===== src/sv/stcr_pkg.sv =====
// Shared types, constants and helper functions for the cycle replay block.
package stcr_pkg;

    localparam int SAMPLE_BITS   = 24;
    localparam int HISTORY_DEPTH = 8192;
    localparam int HIST_AW       = $clog2(HISTORY_DEPTH);
    localparam int SINCE_W       = HIST_AW + 1;
    localparam int GAIN_W        = 17;
    localparam int SMOOTH_W      = 33;
    localparam int CFG_AW        = 2;
    localparam int FIFO_DEPTH    = 2;
    localparam int FIFO_AW       = 1;

    localparam logic [GAIN_W-1:0]  ONE_Q16      = GAIN_W'(65536);
    localparam logic [GAIN_W-1:0]  COEFF_RESET  = GAIN_W'(148);
    localparam logic [HIST_AW-1:0] PERIOD_RESET = HIST_AW'(128);
    localparam logic [HIST_AW-1:0] PERIOD_MIN   = HIST_AW'(8);
    localparam logic [HIST_AW-1:0] PERIOD_MAX   = HIST_AW'(HISTORY_DEPTH - 4);
    localparam logic [SINCE_W-1:0] SINCE_MAX    = SINCE_W'(2 * HISTORY_DEPTH - 1);

    // register indexes
    localparam logic [CFG_AW-1:0] REG_TARGET_HARDNESS = 2'd0;
    localparam logic [CFG_AW-1:0] REG_TARGET_MIX      = 2'd1;
    localparam logic [CFG_AW-1:0] REG_SMOOTHING_COEFF = 2'd2;
    localparam logic [CFG_AW-1:0] REG_SYNC_ENABLE     = 2'd3;

    typedef logic signed [SAMPLE_BITS-1:0] t_sample;

    typedef struct packed {
        logic [GAIN_W-1:0] target_hardness;
        logic [GAIN_W-1:0] target_mix;
        logic [GAIN_W-1:0] smoothing_coeff;
    } t_cfg;

    typedef struct packed {
        t_sample            audio_left;
        t_sample            audio_right;
        logic [HIST_AW-1:0] wr_addr;
        logic [HIST_AW-1:0] rd_addr;
        logic               sync_en;
        logic               hist_valid;
    } t_job;

    function automatic logic [GAIN_W-1:0] cap_q16(input logic [GAIN_W-1:0] v);
        return (v > ONE_Q16) ? ONE_Q16 : v;
    endfunction

    function automatic t_sample sat_sample(input logic signed [SAMPLE_BITS+2:0] v);
        logic signed [SAMPLE_BITS+2:0] hi;
        logic signed [SAMPLE_BITS+2:0] lo;
        hi = (SAMPLE_BITS+3)'((64'sd1 <<< (SAMPLE_BITS-1)) - 64'sd1);
        lo = -hi - (SAMPLE_BITS+3)'(1);
        if (v > hi) return hi[SAMPLE_BITS-1:0];
        if (v < lo) return lo[SAMPLE_BITS-1:0];
        return v[SAMPLE_BITS-1:0];
    endfunction

endpackage


===== src/sv/stcr_front.sv =====
// Front end: sync edge detection, period tracking and replay address generation.
module stcr_front
    import stcr_pkg::*;
(
    input  logic    i_clk,
    input  logic    i_rst_n,
    input  logic    i_sync_en,
    input  logic    i_accept,
    input  t_sample i_audio_left,
    input  t_sample i_audio_right,
    input  t_sample i_sync_left,
    input  t_sample i_sync_right,
    output t_job    o_job
);
    logic [HIST_AW-1:0] r_wp;
    logic               r_wrapped;
    logic [SINCE_W-1:0] r_since;
    logic [HIST_AW-1:0] r_period;
    logic [HIST_AW-1:0] r_cyc;
    logic               r_prev_np;

    logic signed [SAMPLE_BITS:0] sync_sum;
    logic               positive;
    logic               trig;
    logic [HIST_AW-1:0] clamped;
    logic [HIST_AW-1:0] n_period;
    logic [HIST_AW-1:0] cyc_cur;
    logic [HIST_AW-1:0] cyc_inc;
    logic [HIST_AW-1:0] rd_addr;

    always_comb begin
        sync_sum = {i_sync_left[SAMPLE_BITS-1], i_sync_left}
                   + {i_sync_right[SAMPLE_BITS-1], i_sync_right};
        positive = i_sync_en && (sync_sum > 0);
        trig     = positive && r_prev_np;
        if (r_since < SINCE_W'(PERIOD_MIN)) begin
            clamped = PERIOD_MIN;
        end else if (r_since > SINCE_W'(PERIOD_MAX)) begin
            clamped = PERIOD_MAX;
        end else begin
            clamped = r_since[HIST_AW-1:0];
        end
        n_period = (trig && r_since > SINCE_W'(1)) ? clamped : r_period;
        cyc_cur  = trig ? '0 : r_cyc;
        cyc_inc  = cyc_cur + HIST_AW'(1);
        rd_addr  = r_wp - n_period + cyc_cur;
    end

    assign o_job.audio_left  = i_audio_left;
    assign o_job.audio_right = i_audio_right;
    assign o_job.wr_addr     = r_wp;
    assign o_job.rd_addr     = rd_addr;
    assign o_job.sync_en     = i_sync_en;
    // entries beyond the write pointer are unwritten until the first wrap
    assign o_job.hist_valid  = r_wrapped || (rd_addr < r_wp);

    always_ff @(posedge i_clk) begin
        if (!i_rst_n) begin
            r_wp      <= '0;
            r_wrapped <= 1'b0;
            r_since   <= '0;
            r_period  <= PERIOD_RESET;
            r_cyc     <= '0;
            r_prev_np <= 1'b1;
        end else if (i_accept) begin
            r_wp      <= r_wp + HIST_AW'(1);
            r_wrapped <= r_wrapped || (r_wp == HIST_AW'(HISTORY_DEPTH - 1));
            r_prev_np <= !positive;
            r_period  <= n_period;
            r_cyc     <= (cyc_inc == n_period) ? '0 : cyc_inc;
            if (trig) begin
                r_since <= SINCE_W'(1);
            end else if (r_since < SINCE_MAX) begin
                r_since <= r_since + SINCE_W'(1);
            end
        end
    end
endmodule


===== config.mk =====
export PLATFORM = sky130hd
export DESIGN_NAME = stcr_front
export DESIGN_NICKNAME = d
export VERILOG_FILES = /design/src/sv/stcr_pkg.sv /design/src/sv/stcr_front.sv
export SDC_FILE = /design/constraint.sdc
export NUM_CORES = 1
export LEC_CHECK = 0
export BUFFER_PORTS_ARGS = -buffer_cell sky130_fd_sc_hd__clkbuf_2
export CORE_MARGIN = 5
export CORE_UTILIZATION = 40
export CTS_BUF_LIST = sky130_fd_sc_hd__clkbuf_4
export DETAILED_ROUTE_END_ITERATION = 10
export PLACE_DENSITY = 0.73
export REMOVE_ABC_BUFFERS = 1
export SLEW_MARGIN = 30
export SYNTH_ARGS = -nofsm -noshare
export SYNTH_HDL_FRONTEND = slang
export SYNTH_SLANG_ARGS = --single-unit

===== constraint.sdc =====
create_clock -name i_clk -period 10.58 [get_ports i_clk]
set_clock_uncertainty 0.2 [all_clocks]
set_input_delay 1.587 -clock i_clk [delete_from_list [all_inputs] [get_ports i_clk]]
set_output_delay 1.587 -clock i_clk [all_outputs]
set_load 0.05 [all_outputs]

-- After elaboration in Yosys (flattened, before gate mapping)
Cells that the tools add are included.
- $add $sub $neg: 6
- $mul: 0
- divide/modulo/power cells: 0
- order comparisons: 6
- eq/ne operators: 2
- shifts and indexed selects: 0
- mux-type cells: 7
- bitwise gates (word level): 0
- reductions and logical operators: 8
- operator list (kind ; count):
    2-to-1 mux 13 bit ; 5
    2-to-1 mux 14 bit ; 2
    adder 13 x 1 -> 13 bit (second input constant) ; 2
    adder 24 x 24 -> 25 bit ; 1
    greater-than comparator 25 x 1 -> 1 bit (second input constant) ; 1
    adder 14 x 1 -> 14 bit (second input constant) ; 1
    greater-than comparator 14 x 1 -> 1 bit (second input constant) ; 1
    greater-than comparator 14 x 13 -> 1 bit (second input constant) ; 1
    < comparator 14 bit (second input constant) ; 1
    < comparator 14 x 4 -> 1 bit (second input constant) ; 1
    adder 13 bit ; 1
    equality test 13 bit ; 1
    equality test 13 bit (second input constant) ; 1
    < comparator 13 bit ; 1
    subtractor 13 bit ; 1
    logical AND 1 bit ; 3
    logical OR 1 bit ; 2
    AND reduction 2 bit ; 1
    nonzero test 2 bit ; 1
    zero test 1 bit ; 1
- bits in registers: 55
- bits in latches: 0
- bits in writable memories: 0
- memory bits (read-only): 0
- output and inout port bits: 76
- memories kept: 0

-- Longest topological paths before layout
- depth after elaboration: 10
- depth in mapped cells: 36

-- Worst setup path before layout
No wires, ideal clock.
- path type: input to output
- start point: input i_sync_left[0]
- end point: output o_job[0] (netlist name)
- data arrival time: 9.415 ns
- required time: 8.793 ns
- setup slack: -0.622 ns
- stages: 35
- path buffers: 1
- path through: ha_1 fa_1 nand3_1 nand2_1 a41oi_1 xor2_1 a31oi_1 or4_1 or4_4 o31a_1 nand2_1 clkbuf_1 nor2_1 a21oi_1 xnor2_1 ha_1 a21o_1 ha_1 nor2b_1 o21ai_0 a21boi_0 o21ai_0 nand2_1 a21oi_1 nor2_1 o21ai_0 nand2b_1 a21o_1 a21o_1 a21oi_1 xnor2_1 xnor2_1 ha_1 o21a_1 o21bai_1
- RTL lines (what ; RTL line ; text):
    start, declared ; stcr_front.sv:11 ; input t_sample i_sync_left,
    end, declared ; stcr_front.sv:13 ; output t_job o_job

==> flow_summary_export.csv <==
group,metric,value,unit
status,status,"completed",
floorplanning,coreArea,15000,um^2
power_and_ir_drop,p_leak,2.72,nW
worst_hold_path,hold_path.class,"flip-flop to flip-flop",
sta,tightest_slew,0.697,ns
clock_network,cts-root-buf,"clkbuf_4",
finish,fin_nets,984,
critical_path,path_common_cell,"o21a_1",
synth,yosysSeqAreaShare,18.1,%
floorplanning,die_area,17800,um^2
routing,wl,17.5,mm
clock_network,clk_latency,0.39,ns
critical_path,critPathKind,"primary input to output pin",
synth,yosysMostFrequentCell,"nand2_1",
critical_path,crit_path_end_kind,"output pin",
synth,synthFlopType,"dfxtp_1",
finish,syn2layout_area_growth,5.47,%
power_and_ir_drop,irDropWorstVdd,0.0000501,V
synth,syn_inst,798,
synth,ys_ff_latch,55,
power_and_ir_drop,power,0.000680,W
run,cap_violations,0,
critical_path,r2r_slack,6.55,ns
placement,place_hpwl,14.3,mm
global_routing,grt_pass1_wl,28.0,mm
synth,synth_top_area_share,18.1,%
global_routing,grt_pass1_vias,5366,
placement,placement.io_buffers,79,
critical_path,r2r_start,"r_since[3]",
placement,place.gp.congestion,0.914,
synth,synth_warnings,0,
critical_path,reg2reg_depth,14,
synth,synth_edf_count,0,
synth,netlist_top_cells_area,"dfxtp_1, ha_1, buf_4",
finish,drive_above_1_share,14.0,%
routing,postRouteAntennaNets,0,
sta,period_needed,10.20,ns
floorplanning,num_io_pins,176,
clock_network,clk_path_buf_depth,2,
critical_path,reg2reg_to,"r_cyc[6]",
sta,maxSlewViolCount,0,
clock_network,cts_resized,0,
sta,setup_viol,0,
clock_network,cts_hold_buffers,0,
critical_path,startpoint_type,"primary input",
worst_hold_path,holdPathStages,2,
sta,max_clock_freq,98.1,MHz
worst_hold_path,holdPathEnd,"r_cyc[4]",
sta,hold_viol,0,
critical_path,cp.arrival,8.41,ns
sta,whs,0.304,ns
routing,wl_per_cell,17.4,um
clock_network,cts.sinks,55,
floorplanning,start_util,40.4,%
routing,drt_iter0_drc,468,
critical_path,crit_fanout,7,
synth,synth_area,6080,um^2
synth,synth_top_area_cell,"dfxtp_1",
power_and_ir_drop,power_density,106,nW/um^2
synth,yosys-top-cells-count,"nand2_1, nor2_1, ha_1, dfxtp_1, inv_1",
global_routing,grt_max_degree,36,
floorplanning,die_w,133,um
global_routing,antenna_found_initial,0,
routing,viasPerCell,5.62,
floorplanning,row_count,45,
synth,syn_avg_cell_area,7.62,um^2
global_routing,grt_usage,19.3,%
global_routing,grt_overflow,0,
sta,slew_headroom,53.6,%
clock_network,htree_num_levels,2,
synth,yosys.cell_types.count,65,
critical_path,crit_required,8.79,ns
finish,fillers,1517,
worst_hold_path,hold_path_startpoint,"r_cyc[4]",
routing,drc,0,
clock_network,cts_setup_buffers,0,
critical_path,cp_slowest_cell,"or4_4",
routing,drt_first_pass_iters,5,
clock_network,cts_buffers,5,
floorplanning,die_height,133,um
clock_network,clk_pin_slew,0.17,ns
synth,async_flop_share,0,%
routing,num_vias,5653,
clock_network,cts_tree,"yes",
sta,post-route-period-util,96.4,%
critical_path,cpPeakStageDelay,0.57,ns
## placed cells by master, fill, tap and decap left out, drive strengths merged, types with 4 or more instances in the layout
master,n
o21ai,49
xor2,23
nor2,65
xnor2,38
o211a,4
nand2,87
a21o,15
dfxtp,55
nand4,10
buf,10
a21oi,42
nand2b,9
and3,9
a31oi,7
nor4,6
a211oi,10
nand3,17
nor2b,14
o221ai,4
a21boi,8
o211ai,6
mux2i,15
o21a,14
and2,27
ha,57
or3,8
inv,50
fa,11
nor3,15
clkbuf,82
o21bai,7
## critical path: cells and delay by family
family | cells | cell delay (ns)
AO/OA/AOI/OAI | 15 | 2.46
adder cells (fa/ha/maj) | 6 | 1.90
AND/OR/NAND/NOR | 8 | 1.77
buffers and inverters | 5 | 0.49
XOR/XNOR | 1 | 0.16
## logic make-up after synthesis
| family | count (synthesis) | synth area share, % |
|---|---|---|
| adders and majority gates | 68 | 15.3 |
| DFF | 55 | 18.1 |
| buffers and inverters | 126 | 11.0 |
| xor gates and xnor gates | 61 | 8.79 |
| muxes | 16 | 2.65 |
| AOI/OAI and AO/OA | 192 | 21.4 |
| and+or+nand+nor | 280 | 22.7 |
## through the flow
| step | instance area, um^2 | worst slack [ns] | TNS (ns) | util (%) | instances |
|---|---|---|---|---|---|
| 2_1_floorplan | 5600 | -0.905 | -0.905 | - | 722 |
| 3_3_place_gp | 6310 | 0.215 | 0 | 42.0 | 997 |
| 3_5_place_dp | 6310 | 0.0910 | 0 | 42.0 | 997 |
| 4_1_cts | 6380 | 0.0834 | 0 | 42.5 | 1005 |
| 5_1_grt | 6410 | -0.0325 | -0.0325 | 42.6 | 1005 |
| 6_report | 6410 | 0.384 | 0 | 42.7 | 1006 |
## report_power, final
group | internal, W | switching [W] | total [W]
Clock | 0.0000488 | 0.0000697 | 0.000119
Sequential | 0.000212 | 0.00000559 | 0.000217
Combinational | 0.000123 | 0.000221 | 0.000344
## area by class of cell
| cell class | count | area (um^2) | area share [%] |
|---|---|---|---|
| clock inverters | 3 | 38.8 | 0.605 |
| flip-flops and latches | 55 | 1100 | 17.2 |
| well taps | 188 | 235 | 3.67 |
| multi-input cells | 617 | 4340 | 67.6 |
| repair buffers | 87 | 473 | 7.37 |
| diodes | 1 | 2.50 | 0.0390 |
| inverters | 50 | 188 | 2.93 |
| clock buffers | 5 | 37.5 | 0.585 |
## layer usage
layer / part of all wire (%) / GRT usage, %
met2: 40 / 27.9
met3: 12 / 10.0
met5: 0.71 / 6.39
met1: 45 / 25.3
met4: 1.5 / 3.66
## sequential cells by signal, indices dropped and copies added (netlist names)
register / flops
r_cyc: 13
r_period: 13
r_prev_np: 1
r_since: 14
r_wp: 13
r_wrapped: 1
## worst max path at each step
stage | from | end | depth (start not counted)
6_report | i_sync_left[0] | o_job[0] | 35
5_1_grt | i_sync_left[0] | o_job[0] | 36
4_1_cts | i_sync_left[0] | o_job[0] | 36
3_5_place_dp | i_sync_left[0] | o_job[0] | 36
3_3_place_gp | i_sync_left[0] | o_job[0] | 36
2_1_floorplan | i_sync_left[0] | o_job[0] | 32
Note: power is estimated with default switching activity, not from simulation.
