===== src/sv/stcr_pkg.sv =====
// Shared types, constants and helper functions for the cycle replay block.
package stcr_pkg;

    localparam int SAMPLE_BITS   = 24;
    localparam int HISTORY_DEPTH = 8192;
    localparam int HIST_AW       = $clog2(HISTORY_DEPTH);
    localparam int SINCE_W       = HIST_AW + 1;
    localparam int GAIN_W        = 17;
    localparam int SMOOTH_W      = 33;
    localparam int CFG_AW        = 2;
    localparam int FIFO_DEPTH    = 2;
    localparam int FIFO_AW       = 1;

    localparam logic [GAIN_W-1:0]  ONE_Q16      = GAIN_W'(65536);
    localparam logic [GAIN_W-1:0]  COEFF_RESET  = GAIN_W'(148);
    localparam logic [HIST_AW-1:0] PERIOD_RESET = HIST_AW'(128);
    localparam logic [HIST_AW-1:0] PERIOD_MIN   = HIST_AW'(8);
    localparam logic [HIST_AW-1:0] PERIOD_MAX   = HIST_AW'(HISTORY_DEPTH - 4);
    localparam logic [SINCE_W-1:0] SINCE_MAX    = SINCE_W'(2 * HISTORY_DEPTH - 1);

    // register indexes
    localparam logic [CFG_AW-1:0] REG_TARGET_HARDNESS = 2'd0;
    localparam logic [CFG_AW-1:0] REG_TARGET_MIX      = 2'd1;
    localparam logic [CFG_AW-1:0] REG_SMOOTHING_COEFF = 2'd2;
    localparam logic [CFG_AW-1:0] REG_SYNC_ENABLE     = 2'd3;

    typedef logic signed [SAMPLE_BITS-1:0] t_sample;

    typedef struct packed {
        logic [GAIN_W-1:0] target_hardness;
        logic [GAIN_W-1:0] target_mix;
        logic [GAIN_W-1:0] smoothing_coeff;
    } t_cfg;

    typedef struct packed {
        t_sample            audio_left;
        t_sample            audio_right;
        logic [HIST_AW-1:0] wr_addr;
        logic [HIST_AW-1:0] rd_addr;
        logic               sync_en;
        logic               hist_valid;
    } t_job;

    function automatic logic [GAIN_W-1:0] cap_q16(input logic [GAIN_W-1:0] v);
        return (v > ONE_Q16) ? ONE_Q16 : v;
    endfunction

    function automatic t_sample sat_sample(input logic signed [SAMPLE_BITS+2:0] v);
        logic signed [SAMPLE_BITS+2:0] hi;
        logic signed [SAMPLE_BITS+2:0] lo;
        hi = (SAMPLE_BITS+3)'((64'sd1 <<< (SAMPLE_BITS-1)) - 64'sd1);
        lo = -hi - (SAMPLE_BITS+3)'(1);
        if (v > hi) return hi[SAMPLE_BITS-1:0];
        if (v < lo) return lo[SAMPLE_BITS-1:0];
        return v[SAMPLE_BITS-1:0];
    endfunction

endpackage


===== src/sv/stcr_fifo.sv =====
// Short request queue between front and back ends.
module stcr_fifo
    import stcr_pkg::*;
(
    input  logic i_clk,
    input  logic i_rst_n,
    input  logic i_push,
    input  t_job i_data,
    input  logic i_pop,
    output t_job o_data,
    output logic o_full,
    output logic o_empty
);
    t_job               r_mem [FIFO_DEPTH];
    logic [FIFO_AW-1:0] r_wptr;
    logic [FIFO_AW-1:0] r_rptr;
    logic [FIFO_AW:0]   r_count;

    assign o_full  = (r_count == (FIFO_AW+1)'(FIFO_DEPTH));
    assign o_empty = (r_count == '0);
    assign o_data  = r_mem[r_rptr];

    always_ff @(posedge i_clk) begin
        if (i_push && !o_full) begin
            r_mem[r_wptr] <= i_data;
        end
    end

    always_ff @(posedge i_clk) begin
        if (!i_rst_n) begin
            r_wptr  <= '0;
            r_rptr  <= '0;
            r_count <= '0;
        end else begin
            if (i_push && !o_full) r_wptr <= r_wptr + FIFO_AW'(1);
            if (i_pop && !o_empty) r_rptr <= r_rptr + FIFO_AW'(1);
            r_count <= r_count + (FIFO_AW+1)'(i_push && !o_full)
                       - (FIFO_AW+1)'(i_pop && !o_empty);
        end
    end
endmodule


===== config.mk =====
export PLATFORM = sky130hd
export DESIGN_NAME = stcr_fifo
export DESIGN_NICKNAME = d
export VERILOG_FILES = /design/src/sv/stcr_pkg.sv /design/src/sv/stcr_fifo.sv
export SDC_FILE = /design/constraint.sdc
export NUM_CORES = 1
export LEC_CHECK = 0
export ABC_AREA = 1
export BUFFER_PORTS_ARGS = -buffer_cell sky130_fd_sc_hd__buf_4
export CAP_MARGIN = 20
export CORE_ASPECT_RATIO = 0.5
export CORE_MARGIN = 2
export CORE_UTILIZATION = 40
export CTS_CLUSTER_DIAMETER = 80
export CTS_CLUSTER_SIZE = 30
export DETAILED_ROUTE_END_ITERATION = 7
export SYNTH_ARGS = -nofsm -noshare
export SYNTH_HDL_FRONTEND = slang
export SYNTH_SLANG_ARGS = --single-unit
export TNS_END_PERCENT = 1

===== constraint.sdc =====
create_clock -name i_clk -period 12.56 [get_ports i_clk]
set_input_delay 3.14 -clock i_clk [delete_from_list [all_inputs] [get_ports i_clk]]
set_output_delay 3.14 -clock i_clk [all_outputs]
set_load 0.02 [all_outputs]

Word-level counts from Yosys, hierarchy flattened
Memory sizes are Yosys's and may differ from the RTL's. A register that Yosys moved wholly into a read port is not among the register bits.
Index checks and enable logic that the tools add are counted.

storage, ports and cells
  memory bits (read-only) = 0
  bits in latches = 0
  logic and storage cells = 18
  input bits = 80
  register bits = 4
  RAM bits = 152
  memories kept = 1

cells by class
  reduce and logical (&&, ||, !) cells = 5
  multipliers = 0
  bitwise operators = 0
  $add $sub $neg = 4
  equal/unequal tests = 1
  $lt $le $gt $ge = 0
  muxes and demuxes = 4
  shifts and indexed selects = 0
  div/mod/pow operators = 0

memory list
  memory  words  width  read ports  clocked after Yosys merged registers in  wr ports  RTL line         RTL
  r_mem   2      76     1           1                                        1         stcr_fifo.sv:14  t_job r_mem [FIFO_DEPTH];

operators by type and width
  kind                                         count
  1-bit two-way mux                            4
  1-bit adder (second input constant)          2
  2-bit by 1-bit adder with 2-bit output       1
  2-bit == test (second input constant)        1
  1-bit logical AND                            2
  1-bit zero test                              2
  2-bit zero test                              1
  2-bit by 1-bit subtractor with 2-bit output  1

Depth between registers and ports, before layout
Gate-level depths: netlist of the first run.

  depth after elaboration = 5
  mapped depth = 11
  depth with buffers taken out = 11

Worst setup path after synthesis of the first run
No wires, ideal clock.

  path type = input-to-reg
  start = input port i_push
  end = memory r_mem[0][0] (netlist name) (enable)
  arrival = 6379 ps
  stages = 2
  path buffers = 0
  required time = 12050 ps
  path slack = 5671 ps
  cell sequence = nand2_1 > nor2_1

between the ends
  longest elaborated chain between the ends = 3

ends and longest elaborated chain
  what                                     RTL line         RTL
  start, declared                          stcr_fifo.sv:7   input logic i_push,
  1-bit logical AND                        stcr_fifo.sv:24  if (i_push && !o_full) begin
  1-bit two-way mux                        stcr_fifo.sv:24
  1-bit two-way mux (implied by the code)  stcr_fifo.sv:25  r_mem[r_wptr] <= i_data;
  end, declared                            stcr_fifo.sv:14

No other way between the ends.

==> results of run 1 <==
==> sequential cells by signal (all words and copies together), names as in the netlist, named ones only <==
| name | flops |
|---|---|
| r_mem | 152 |
| r_count | 2 |
| r_rptr | 1 |
| r_wptr | 1 |
==> metrics by stage <==
stage / setup WS [ns] / cell area (um2) / hold slack [ns] / util [%] / std cells
final: 7.04 / 7810 / 0.527 / 54.2 / 656
after global routing: 6.87 / 7810 / 0.541 / 54.2 / 656
after detailed placement: 7.40 / 7280 / 0.520 / 50.5 / 624
after global placement: 7.43 / 7280 / 0.489 / 50.5 / 624
after floorplan: 5.67 / 5890 / 0.467 / - / 274
after CTS: 6.96 / 7810 / 0.534 / 54.2 / 656
==> cell usage after synthesis <==
master / count
inv_1: 9
edfxtp_1: 152
mux2_4: 40
buf_2: 3
nand2_1: 9
a21oi_1: 2
buf_4: 1
dfxtp_1: 5
buf_6: 4
nor2_1: 8
nand3_1: 3
ha_1: 2
mux2_2: 36
==> cell families after synthesis <==
family          synth area share [%]
compound gates                 0.170
fa+ha+maj                      0.425
buf+inv                         1.72
flops                           79.3
mux                             17.1
simple gates                    1.34
==> critical path: stages (launching register included) <==
cell     delay (ns)
dfxtp_4        0.63
buf_4          0.73
mux2_2         0.41
buf_4          0.16
==> path summary, 6_finish.rpt <==
kind                                      to  slack, ns
worst min register to register      register       0.53
worst max register to register  r_mem[0][22]      10.59
worst min-delay path                register       0.53
worst max-delay path              o_data[62]       7.04
==> cells in the final DEF (no fill, tap or decap) <==
cell and count:
a21oi_1 2, buf_4 160, bufinv_16 1, clkbuf_1 3, clkbuf_16 17, clkinv_1 3
clkinv_2 4, clkinv_4 2, clkinvlp_4 2, dfxtp_1 4, dfxtp_4 1, edfxtp_1 152
ha_1 2, inv_1 8, inv_6 1, mux2_2 36, mux2_4 40, nand2_1 9
nand3_1 3, nor2_1 7, nor2_4 1
==> layout make-up <==
type	count	area [um2]
fill	1208	6620
sequential	157	4670
multi-input combinational	100	1130
inverter	9	35.0
clock inverter	12	97.6
clock buffer	20	437
timing repair buffer	160	1200
tap	198	248
==> power breakdown <==
part	internal, mW	total (mW)	leakage [nW]	switching [mW]
sequential	0.667	0.697	1.46	0.0301
combinational	0.219	0.458	1.30	0.238
clock	0.271	0.462	0.257	0.191
total	1.16	1.62	3.01	0.460
==> routing by layer <==
layer / vias up / part of all wire, % / track usage [%]
met5: - / 0 / 0
met2: 57 / 55 / 24.7
met1: 1466 / 40 / 15.5
met3: 8 / 4.5 / 4.10
met4: 0 / 0.78 / 5.37
li1: 1402 / - / -
==> results.py, run 1 <==
metrics = {
    "outcome": {
        "outcome": "finished, final reports clean",
    },
    "drt": {
        "drt_iter0_drc": 158,
        "drc": 0,
        "antenna_left": 0,
        "vias_per_cell": 4.47,
        "drt-total-wl_um": 10700,
        "vias": 2933,
        "first_pass_iters": 4,
        "wire_per_inst_um": 16.2,
    },
    "clock_tree": {
        "postCtsSetupRepairBufs": 0,
        "clock_sinks": 157,
        "cts_inserted_buffers": 17,
        "ctsResizeCount": 0,
        "hold_buffers": 0,
        "clockBufferDepth": 2,
        "cts_tree": "done",
        "clk_latency_ns": 0.40,
        "path_clk_slew_ns": 0.06,
        "cts-root-buf": "clkbuf_16",
        "htreeDepth": 4,
    },
    "floorplanning": {
        "die_y_um": 89.8,
        "die_area_um2": 15800,
        "core_region_area_um2": 14400,
        "dieWidth_um": 176,
        "num_io_pins": 158,
        "rows": 31,
        "start_util_pct": 40.8,
    },
    "worst_hold_path": {
        "hp-start": "r_rptr",
        "whs_path_depth": 2,
        "min_path_type": "reg2reg",
    },
    "critical_path": {
        "arrival_ns": 2.38,
        "start_kind": "register",
        "critical_path_class": "reg2out",
        "path_max_fanout": 48,
        "cp.required_ns": 9.42,
        "rr_worst_depth": 5,
        "cp-end-kind": "primary output",
        "r2r-start": "r_count[0]",
    },
    "cells_and_area": {
        "diodes": 0,
        "drive_gt1_share_pct": 57.9,
        "area_growth_pct": 32.8,
        "layout.nets": 527,
    },
    "global_routing": {
        "grt_usage_pct": 13.8,
        "grt_pass1_vias": 2985,
        "grt_overflow": 0,
        "grt_max_degree": 77,
        "grt_pass1_wl_um": 16000,
        "antenna_found_initial": 0,
    },
    "timing": {
        "finalCritPeriodShare_pct": 44.0,
        "slew_headroom_pct": 28.8,
        "fin_crit_ns": 5.52,
        "skew_ns": 0.00668,
        "fin_tns_setup_ns": 0,
        "rsz0062_at_grt": "no",
        "report.final.slew_viol_count": 0,
        "fmax_mhz": 181,
        "finalSetupViolCount": 0,
        "worstMarginPinSlew_ns": 1.07,
        "finalHoldViolCount": 0,
    },
    "yosys": {
        "synth_fp_nets": 356,
        "synthDistinctLibCells": 13,
        "yosysWarnings": 0,
        "synth_top_area_share_pct": 77.6,
        "synth.cell_area_um2": 5890,
        "synth_area_leaders": "edfxtp_1, mux2_4, mux2_2",
        "syn_avg_cell_area_um2": 21.5,
        "syn_inst": 274,
        "ys_seq_area_share_pct": 79.3,
        "synth_top_area_cell": "edfxtp_1",
        "ys_seq_elements": 157,
    },
    "flow_run": {
        "maxCapViolations": 0,
    },
    "pwr": {
        "p_leak_nw": 3.01,
        "irDropWorstVdd_v": 0.000187,
        "total_power_mw": 1.62,
        "power_density_nw_per_um2": 207,
    },
    "place": {
        "place.gp.congestion": 0.692,
        "numPortBuffers": 157,
        "dp_hpwl_um": 6830,
    },
}
No activity file was read; power rests on OpenSTA's default activity.
==> run 2: changes to the inputs <==
Clock period 12.56 ns to 5.42 ns, I/O delays scaled along.
==> results.py, run 2 (synthesis results as in run 1) <==
metrics = {
    "outcome": {
        "outcome": "finished, final reports clean",
    },
    "cells_and_area": {
        "fillers": 1193,
        "diodes": 0,
        "area_growth_pct": 34.3,
        "final_common_cell": "buf_4",
        "layout.nets": 529,
        "drive_gt1_share_pct": 58.9,
        "regMostFlops": "r_mem",
        "reg_top3": "r_mem x152, r_count x2",
        "final_cell_mix": "buf_4, edfxtp_1, mux2_4",
        "largest_register_ffs": 152,
        "stdcell_count": 658,
    },
    "critical_path": {
        "cp.required_ns": 4.07,
        "rr_worst_depth": 5,
        "critical_path_class": "reg2out",
        "cp-end-kind": "primary output",
        "path_max_fanout": 57,
        "r2r_end": "r_mem[1][38]",
        "r2r-start": "r_count[0]",
        "rrSetupSlack_ns": 3.16,
        "arrival_ns": 2.03,
        "endpoint": "o_data[73]",
        "start_kind": "register",
    },
    "drt": {
        "antenna_left": 0,
        "vias": 2933,
        "drc": 0,
        "first_pass_iters": 4,
        "drt-total-wl_um": 10600,
        "drt_iter0_drc": 130,
        "vias_per_cell": 4.46,
        "wire_per_inst_um": 16.2,
    },
    "clock_tree": {
        "htreeDepth": 4,
        "postCtsSetupRepairBufs": 0,
        "path_clk_slew_ns": 0.06,
        "clk_latency_ns": 0.40,
        "cts_tree": "done",
        "clockBufferDepth": 2,
        "ctsResizeCount": 0,
        "hold_buffers": 0,
        "cts-root-buf": "clkbuf_16",
        "clock_sinks": 157,
        "cts_inserted_buffers": 17,
    },
    "timing": {
        "fin_crit_ns": 3.39,
        "finalCritPeriodShare_pct": 62.5,
        "slew_headroom_pct": 33.9,
        "setup_slack_ns": 2.03,
        "rsz0062_at_grt": "no",
        "finalSetupViolCount": 0,
        "finalHoldViolCount": 0,
        "skew_ns": 0.00626,
        "report.final.slew_viol_count": 0,
        "fmax_mhz": 295,
        "worstMarginPinSlew_ns": 0.992,
        "fin_tns_setup_ns": 0,
    },
    "global_routing": {
        "grt_use_met3_pct": 3.85,
        "grt_util_met1_pct": 16.5,
        "grt_overflow": 0,
        "grt_usage_pct": 13.7,
        "grt_pass1_vias": 3073,
        "antenna_found_initial": 0,
        "grt_pass1_wl_um": 16300,
        "grt_use_met2_pct": 23.8,
        "grt_max_degree": 69,
        "grt_most_used_layer": "met2",
    },
    "pwr": {
        "irDropWorstVdd_v": 0.000247,
        "total_power_mw": 3.82,
        "p_leak_nw": 3.05,
        "power_density_nw_per_um2": 484,
    },
    "floorplanning": {
        "rows": 31,
        "dieWidth_um": 176,
        "start_util_pct": 40.8,
        "core_region_area_um2": 14400,
        "die_y_um": 89.8,
        "die_area_um2": 15800,
        "num_io_pins": 158,
    },
    "place": {
        "numPortBuffers": 157,
        "place.gp.congestion": 0.710,
        "pre_cts_slack_ns": 2.05,
        "dp_cells": 624,
        "dp_hpwl_um": 6890,
    },
    "worst_hold_path": {
        "min_path_type": "reg2reg",
    },
    "flow_run": {
        "maxCapViolations": 0,
    },
}
[run 2: cell types whose count changed in the layout (fill, tap and decap cells not counted), sizes merged]
| cell | before | now |
|---|---|---|
| clkinvlp | 2 | 4 |
| buf | 160 | 162 |
| clkinv | 9 | 5 |
| clkbuf | 20 | 18 |
| inv | 9 | 13 |
[run 2: worst min path at each step]
stage	to	startpoint	cells after the start
after detailed placement	register	r_rptr	2
after floorplan	register	r_rptr	2
after global routing	r_rptr	r_rptr	2
after CTS	register	r_rptr	2
final	register	r_rptr	2
after global placement	r_rptr	r_rptr	2
[run 2: where the power goes]
group / internal, mW / total (mW) / switching (mW)
sequential: 1.54 / 1.60 / 0.0554
clock: 0.641 / 1.12 / 0.479
combinational: 0.531 / 1.11 / 0.574
total: 2.71 / 3.82 / 1.11
[run 2: worst max-delay path, stage by stage (launching register included)]
cell     delay, ns
dfxtp_4       0.48
buf_16        0.33
buf_4         0.28
mux2_2        0.35
buf_4         0.16
[run 2: area by class of cell]
| class | count | area, um2 | share of cell area [%] |
|---|---|---|---|
| Inverter | 9 | 35.0 | 0.443 |
| Clock inverter | 14 | 135 | 1.71 |
| Clock buffer | 18 | 429 | 5.43 |
| Multi-Input combinational cell | 100 | 1130 | 14.3 |
| Sequential cell | 157 | 4670 | 59.1 |
| Tap cell | 198 | 248 | 3.13 |
| Timing Repair Buffer | 162 | 1260 | 16.0 |
[run 2: per-layer routing]
layer  routed length [um]  vias up
met3                  464        8
met4                   77        0
met5                    0        -
met1                 4450     1459
li1                     -     1407
met2                 5650       59
[run 2: through the flow]
stage | area [um2] | hold slack (ns) | utilization [%]
floorplan | 5890 | 0.467 | -
global placement | 7290 | 0.483 | 50.5
detailed placement | 7290 | 0.487 | 50.5
CTS | 7860 | 0.516 | 54.4
global route | 7900 | 0.570 | 54.8
finish | 7900 | 0.518 | 54.8
